### src/rtl/core/sgr_pkg.sv
`timescale 1ns / 1ps
// ----------------------------------------------------------------------------
// sgr_pkg: shared types and constants for the stream group reverser
// Word width, config width, reset values and the control state type.
// ----------------------------------------------------------------------------
package sgr_pkg;

  localparam int VALUE_W        = 32;
  localparam int CFG_W          = 5;
  localparam int MAX_GROUP_DEF  = 16;
  localparam int GROUP_SIZE_RST = 2;

  typedef enum logic {
    ST_FILL,
    ST_DRAIN
  } sgr_state_t;

endpackage

### src/rtl/core/stream_group_reverser_top.sv
`timescale 1ns / 1ps
// After a group's closing word is accepted, the state register enters drain and the first
//   word is then read into the buffer read register; a read waits while output is stalled.
//   A group fills at one word per cycle and drains at one buffer read per cycle when not
//   stalled; the single read port and fill-then-drain control keep input off during drain.
// Reset (rst_n low, synchronous): buffer empty, output idle, group_size = 2.
//   Buffer contents are not cleared; only entries written in the current group are read.
// ----------------------------------------------------------------------------
// stream_group_reverser_top: reverse words of a stream in groups of group_size
// Words are written into the group buffer as they arrive. When group_size words
// (clamped to 1..MAX_GROUP) are held, or the word marked last arrives, the group is
// read back reversed (full group) or in order (short leftover) and sent out, last
// flag on the final word of the list.
// ----------------------------------------------------------------------------
module stream_group_reverser_top #(
  parameter int MAX_GROUP = sgr_pkg::MAX_GROUP_DEF
) (
  input  logic                        clk,
  input  logic                        rst_n,
  // config
  input  logic                        cfg_wr_en,
  input  logic [sgr_pkg::CFG_W-1:0]   cfg_wr_data,   // group_size
  // input stream
  input  logic                        in_tvalid,
  output logic                        in_tready,
  input  logic [sgr_pkg::VALUE_W-1:0] in_tdata,      // [31:0] item_value
  input  logic                        in_tlast,      // item_last
  // output stream
  output logic                        out_tvalid,
  input  logic                        out_tready,
  output logic [sgr_pkg::VALUE_W-1:0] out_tdata,     // [31:0] out_value
  output logic                        out_tlast      // out_last
);

  // CW holds counts 0..MAX_GROUP, AW addresses the buffer
  localparam int CW = $clog2(MAX_GROUP + 1);
  localparam int AW = (MAX_GROUP > 1) ? $clog2(MAX_GROUP) : 1;

  sgr_pkg::sgr_state_t state_r, state_nxt;

  logic [sgr_pkg::CFG_W-1:0] group_size_r;
  logic [CW-1:0]             fill_r, fill_nxt;   // words held while filling
  logic [CW-1:0]             n_r, n_nxt;         // group length being drained
  logic [CW-1:0]             idx_r, idx_nxt;     // next output position
  logic                      rev_r, rev_nxt;     // drain reversed
  logic                      lst_r, lst_nxt;     // group closes the list
  logic                      out_valid_r, out_valid_nxt;
  logic                      out_last_r, out_last_nxt;

  logic [CW-1:0] k_eff;
  logic [CW-1:0] fill_inc;
  logic          in_xact;
  logic          hit_k;
  logic          close_grp;
  logic          out_free;
  logic          rd_en;
  logic          wr_en;
  logic          last_rd;
  logic [CW-1:0] rev_pos;
  logic [AW-1:0] rd_addr;

  // ---- config register ----
  always_ff @(posedge clk) begin
    if (!rst_n) begin
      group_size_r <= sgr_pkg::CFG_W'(sgr_pkg::GROUP_SIZE_RST);
    end else if (cfg_wr_en) begin
      group_size_r <= cfg_wr_data;
    end
  end

  // effective group size: zero acts as 1, saturates at MAX_GROUP
  always_comb begin
    if (32'(group_size_r) >= 32'(MAX_GROUP)) begin
      k_eff = CW'(MAX_GROUP);
    end else if (group_size_r == '0) begin
      k_eff = CW'(1);
    end else begin
      k_eff = CW'(group_size_r);
    end
  end

  // ---- fill side ----
  assign in_xact   = in_tvalid && in_tready;
  assign fill_inc  = fill_r + CW'(1);
  assign hit_k     = (fill_inc >= k_eff);
  assign close_grp = hit_k || in_tlast;

  // ---- drain side ----
  assign out_free = !out_valid_r || out_tready;
  assign last_rd  = (idx_r == (n_r - CW'(1)));
  assign rev_pos  = n_r - idx_r - CW'(1);
  assign rd_addr  = rev_r ? rev_pos[AW-1:0] : idx_r[AW-1:0];

  // ---- FSM: next state ----
  always_comb begin
    state_nxt = state_r;
    unique case (state_r)
      sgr_pkg::ST_FILL: begin
        if (in_xact && close_grp) begin
          state_nxt = sgr_pkg::ST_DRAIN;
        end
      end
      sgr_pkg::ST_DRAIN: begin
        if (rd_en && last_rd) begin
          state_nxt = sgr_pkg::ST_FILL;
        end
      end
      default: state_nxt = sgr_pkg::ST_FILL;
    endcase
  end

  // ---- FSM: outputs ----
  always_comb begin
    in_tready = 1'b0;
    rd_en     = 1'b0;
    unique case (state_r)
      sgr_pkg::ST_FILL:  in_tready = 1'b1;
      sgr_pkg::ST_DRAIN: rd_en     = out_free;
      default: begin
        in_tready = 1'b0;
        rd_en     = 1'b0;
      end
    endcase
  end

  assign wr_en = in_xact;

  // ---- counters and output register next values ----
  always_comb begin
    fill_nxt      = fill_r;
    n_nxt         = n_r;
    idx_nxt       = idx_r;
    rev_nxt       = rev_r;
    lst_nxt       = lst_r;
    out_valid_nxt = out_valid_r;
    out_last_nxt  = out_last_r;

    if (in_xact) begin
      if (close_grp) begin
        // group closes: latch its shape, start drain at position 0
        fill_nxt = '0;
        n_nxt    = fill_inc;
        idx_nxt  = '0;
        rev_nxt  = hit_k;
        lst_nxt  = in_tlast;
      end else begin
        fill_nxt = fill_inc;
      end
    end

    if (rd_en) begin
      idx_nxt       = idx_r + CW'(1);
      out_valid_nxt = 1'b1;
      out_last_nxt  = lst_r && last_rd;
    end else if (out_tready) begin
      out_valid_nxt = 1'b0;
    end
  end

  always_ff @(posedge clk) begin
    if (!rst_n) begin
      state_r     <= sgr_pkg::ST_FILL;
      fill_r      <= '0;
      n_r         <= '0;
      idx_r       <= '0;
      rev_r       <= 1'b0;
      lst_r       <= 1'b0;
      out_valid_r <= 1'b0;
      out_last_r  <= 1'b0;
    end else begin
      state_r     <= state_nxt;
      fill_r      <= fill_nxt;
      n_r         <= n_nxt;
      idx_r       <= idx_nxt;
      rev_r       <= rev_nxt;
      lst_r       <= lst_nxt;
      out_valid_r <= out_valid_nxt;
      out_last_r  <= out_last_nxt;
    end
  end

  // ---- group buffer; its read register is the output data register ----
  sgr_buf #(
    .DEPTH (MAX_GROUP),
    .AW    (AW),
    .DW    (sgr_pkg::VALUE_W)
  ) u_buf (
    .clk     (clk),
    .wr_en   (wr_en),
    .wr_addr (fill_r[AW-1:0]),
    .wr_data (in_tdata),
    .rd_en   (rd_en),
    .rd_addr (rd_addr),
    .rd_data (out_tdata)
  );

  assign out_tvalid = out_valid_r;
  assign out_tlast  = out_last_r;

`ifndef SYNTH
  // buffer never overflows while filling
  a_fill_bound: assert property (@(posedge clk) disable iff (!rst_n)
    (state_r == sgr_pkg::ST_FILL) |-> (32'(fill_r) < 32'(MAX_GROUP)))
    else $error("fill count reached buffer depth while filling");

  // reads only during drain, and only inside the group
  a_rd_in_group: assert property (@(posedge clk) disable iff (!rst_n)
    rd_en |-> ((state_r == sgr_pkg::ST_DRAIN) && (idx_r < n_r)))
    else $error("buffer read outside a draining group");

  // fill count restarts when a drain begins
  a_drain_empty_fill: assert property (@(posedge clk) disable iff (!rst_n)
    (state_r == sgr_pkg::ST_DRAIN) |-> (fill_r == '0))
    else $error("fill count not cleared during drain");

  // a read always refreshes the output register
  a_rd_loads_out: assert property (@(posedge clk) disable iff (!rst_n)
    rd_en |=> out_valid_r)
    else $error("read issued but output not valid");
`endif

endmodule

### src/rtl/core/sgr_buf.sv
`timescale 1ns / 1ps
// ----------------------------------------------------------------------------
// sgr_buf: group buffer
// Single write port, single read port, registered read data.
// Read data holds while rd_en is low.
// ----------------------------------------------------------------------------
module sgr_buf #(
  parameter int DEPTH = sgr_pkg::MAX_GROUP_DEF,
  parameter int AW    = 4,
  parameter int DW    = sgr_pkg::VALUE_W
) (
  input  logic          clk,
  input  logic          wr_en,
  input  logic [AW-1:0] wr_addr,
  input  logic [DW-1:0] wr_data,
  input  logic          rd_en,
  input  logic [AW-1:0] rd_addr,
  output logic [DW-1:0] rd_data
);

  logic [DW-1:0] mem [DEPTH];
  logic [DW-1:0] rd_data_r;

  always_ff @(posedge clk) begin
    if (wr_en) begin
      mem[wr_addr] <= wr_data;
    end
  end

  always_ff @(posedge clk) begin
    if (rd_en) begin
      rd_data_r <= mem[rd_addr];
    end
  end

  assign rd_data = rd_data_r;

endmodule
### config.mk
export PLATFORM = sky130hd
export DESIGN_NAME = stream_group_reverser_top
export DESIGN_NICKNAME = d
export VERILOG_FILES = /design/src/rtl/core/sgr_pkg.sv /design/src/rtl/core/stream_group_reverser_top.sv /design/src/rtl/core/sgr_buf.sv
export SDC_FILE = /design/constraint.sdc
export NUM_CORES = 1
export LEC_CHECK = 0
export BUFFER_PORTS_ARGS = -buffer_cell sky130_fd_sc_hd__buf_2
export CAP_MARGIN = 20
export CORE_MARGIN = 4
export CORE_UTILIZATION = 55
export CTS_CLUSTER_SIZE = 10
export DETAILED_ROUTE_END_ITERATION = 12
export GPL_TIMING_DRIVEN = 0
export PLACE_DENSITY = 0.72
export SLEW_MARGIN = 40
export SYNTH_ARGS = -nofsm -noshare
export SYNTH_HDL_FRONTEND = slang
export SYNTH_HIERARCHICAL = 1
export SYNTH_SLANG_ARGS = --single-unit
### constraint.sdc
create_clock -name clk -period 4.8 [get_ports clk]
set_input_delay 0.48 -clock clk [delete_from_list [all_inputs] [get_ports clk]]
set_output_delay 0.48 -clock clk [all_outputs]
set_load 0.1 [all_outputs]
==> results by group <==
Timing
  – TNS Setup: 0 ps
  – Slew Limit Fails: 0
  – Final Setup Violations: 0
  – Slew Limit Headroom: 41.9%
  – Final hold vios: 0
  – Unrepaired setup endpoints after global routing: no
  – Final period util: 72.8%
  – Worst Max-Slew Pin Slew: 872 ps
  – Fmax achieved: 286 MHz
  – Clock Skew: 23.7 ps
  – Post-layout min period: 3500 ps
  – Worst hold slack: 143 ps

Routing
  – Initial DRC count: 1189
  – Remaining DRCs: 0
  – Wirelength per Cell: 27.4 um
  – Drt first pass iters: 5
  – Vias per cell: approximately 6.2
  – Routed Antenna Nets: 0
  – Final wirelength: around 47000 um
  – DR vias: 10685

Die
  – # rows: 72
  – Initial core utilization: 55.8%
  – Core ar.: between 30000 and 40000 um2
  – Chip width: 206 um
  – I/O pin count: 78
  – Die Height: 206 um
  – Die Area: between 40000 and 50000 um2

Clock network
  – CTS max path bufs: 3
  – H-tree depth: 3
  – Clock transition at the registers of the reported paths: 50 ps
  – Post_cts resized: 0
  – Clock Latency Late Sink: roughly 580 ps
  – Sink Count: 569
  – Post-CTS Repair Setup Buffers: 0
  – Num CTS Buffers: 66
  – Clock root buffer: clkbuf_16
  – CTS tree: yes
  – Cts hold-fix bufs: 0

Yosys
  – Synth unique cells: 46
  – Cell area after synthesis: 21700 um2
  – Syn_area_per_cell: about 22 um2
  – Sequential area share after synthesis: 77.7%
  – Register bit total from synthesis: 569
  – Synth Instances: 1004
  – Post-synth top flop: edfxtp_1
  – Yosys Warn Count: 6
  – Post-synth EDFFs: ~540
  – Asr flop ratio synth: 0%
  – Syn nets: 1059

Min path
  – Hold Path Depth: 3
  – Hold endpoint: group_size_r[1]$_SDFFE_PN1P_
  – Min-delay src: cfg_wr_data[1]
  – Worst hold path type: input pin to flop

Pwr
  – Switching share of power: 24.8%
  – Combinational fraction of design power: 14.3%
  – Clock power frac: 36.8%
  – Pint: 8.64 mW
  – Switch Pwr: approximately 2.9 mW
  – Peak supply drop: 0.000328 V
  – Reg power frac: around half
  – Leak pwr: 8.17 nW
  – Pwr/cell area: 454 nW/um2

Setup path
  – Worst setup SP type: flop
  – Critical path endpoint category: flop
  – Crit path DAT: 3780 ps
  – RR Startpoint: idx_r[0]$_SDFFE_PN0P_
  – RR Endpoint: u_buf/rd_data[31]$_DFFE_PP_
  – Worst R2R Path Depth: 10
  – Worst-path maximum fanout: 10
  – Required @ worst endpoint: 5090 ps
  – WS Path Type: flop to flop
  – Worst reg2reg setup slack: 1300 ps

Outcome
  – Outcome: completed

Placed design
  – Final HPWL DP: 29900 um
  – GPL Wtd Cong: a little over 0.7
  – # port buffers: 76

Global route
  – Total GRT Usage: 23.1%
  – First-pass GRT wire length: between 70000 and 80000 um
  – Global route overflow: 0
  – Number of global-route vias before repair: 11056
  – Largest net degree at the start of global routing: 26
  – Initial antenna violation count: 2

Cells and area
  – Layout cells sized above 1: a little under a third
  – Area Overhead vs Synth: 16.8%
  – NumNets Final: 1253
  – Util after Layout: 65.2%

Run
  – Max-cap violations: 0
## critical path, cell delays in order (launching register included)
cell and delay [ps]:
dfxtp_1 400, inv_1 80, ha_1 210, fa_1 480, nand2_1 40, o21ai_0 120
buf_2 370, buf_1 700, mux4_2 420, a22oi_1 230, nand2_1 150
## synthesized netlist by cell type, types with 2 or more instances
| cell type | instances | area (um2) |
|---|---|---|
| and2_1 | 2 | 12.5 |
| nor3_1 | 6 | 30.0 |
| nor2b_1 | 13 | 81.3 |
| dfxtp_1 | 25 | 500 |
| buf_4 | 11 | 82.6 |
| mux2i_1 | 9 | 90.1 |
| buf_2 | 4 | 20.0 |
| xnor2_1 | 10 | 87.6 |
| a21oi_1 | 7 | 35.0 |
| o211a_1 | 2 | 20.0 |
| nand2_1 | 51 | 191 |
| nand3b_1 | 3 | 22.5 |
| mux4_2 | 128 | 2880 |
| edfxtp_1 | 544 | 16300 |
| nand3_1 | 7 | 35.0 |
| a21o_1 | 2 | 15.0 |
| a21boi_0 | 2 | 15.0 |
| xor2_1 | 5 | 43.8 |
| nand2b_4 | 2 | 27.5 |
| inv_1 | 9 | 33.8 |
| a22oi_1 | 65 | 488 |
| clkbuf_1 | 20 | 75.1 |
| buf_1 | 9 | 33.8 |
| nand2b_1 | 4 | 25.0 |
| buf_6 | 3 | 33.8 |
| o21ai_0 | 6 | 30.0 |
| ha_1 | 11 | 138 |
| nor2_1 | 26 | 97.6 |
## per-layer routing
layer / vias up / track usage [%] / part of all wire, %
met5: - / 0 / 0.040
met4: 2 / 5.92 / 1.6
met3: 65 / 4.42 / 7.4
met2: 462 / 36.7 / 50
met1: 5618 / 33.7 / 41
li1: 4538 / - / -
## flip-flops by register name, summed over array words and instances (netlist names), 5 cells and up
signal and count:
group_size_r 5, fill_r 5, n_r 5, u_buf/mem 512
idx_r 5, u_buf/rd_data 32
## layout by cell type (no fill, tap or decap), drive strengths merged, types with 2 or more instances in the layout
cell type  instances
edfxtp           544
buf              152
mux4             128
clkbuf            91
a22oi             65
nand2             51
nor2              26
dfxtp             25
inv               15
nor2b             13
ha                11
xnor2             10
mux2i              9
nand3              8
o21ai              8
a21oi              7
nand2b             6
nor3               6
xor2               5
nand3b             3
a21o               2
o211a              2
a21boi             2
and2               2
clkinv             2
a31oi              2
## worst max-delay path by stage
stage | from | end | cells past startpoint
after global placement | in_tvalid | u_buf/mem[0][20]$_DFFE_PP_ | 5
after floorplan | in_tvalid | u_buf/mem[0][0]$_DFFE_PP_ | 4
after detailed placement | idx_r[0]$_SDFFE_PN0P_ | u_buf/rd_data[27]$_DFFE_PP_ | 10
final | idx_r[0]$_SDFFE_PN0P_ | u_buf/rd_data[31]$_DFFE_PP_ | 10
after CTS | idx_r[0]$_SDFFE_PN0P_ | u_buf/rd_data[31]$_DFFE_PP_ | 10
after global routing | idx_r[1]$_SDFFE_PN0P_ | u_buf/rd_data[22]$_DFFE_PP_ | 12
## through the flow
| stage | cells | cell area [um2] | power (mW) | setup WS [ps] |
|---|---|---|---|---|
| 3_3_place_gp | 1598 | 22700 | 7.32 | -1840 |
| 6_report | 1726 | 25300 | 11.5 | 1300 |
| 3_5_place_dp | 1648 | 23600 | 7.37 | 1360 |
| 4_1_cts | 1725 | 25300 | 11.6 | 1290 |
| 2_1_floorplan | 1004 | 21700 | 6.91 | 1010 |
| 5_1_grt | 1725 | 25300 | 11.9 | 1010 |
## power by group through the flow
| stage | clock [mW] | sequential [mW] | combinational, mW |
|---|---|---|---|
| after floorplan | 0 | 6.04 | 0.872 |
| after global placement | 0 | 5.73 | 1.59 |
| after detailed placement | 0 | 5.73 | 1.64 |
| after CTS | 4.31 | 5.63 | 1.65 |
| after global routing | 4.53 | 5.63 | 1.74 |
| final | 4.22 | 5.63 | 1.64 |
## logic make-up after synthesis
family	synth area share, %
buf+inv	1.33
fa+ha+maj	0.728
mux	13.7
simple gates	2.67
xor+xnor	0.606
flops	77.7
compound gates	3.25
## cell type report
type	instances	area, um2
clock buffers	70	1670
plain buffers	47	248
well taps	518	648
multi-input cells	378	4650
flip-flops and latches	569	16800
clock inverters	7	68.8
diodes	1	2.50
inverters	10	45.0
fillers	2457	13500
repair buffers	126	1140
(Power assumes the default switching activity.)
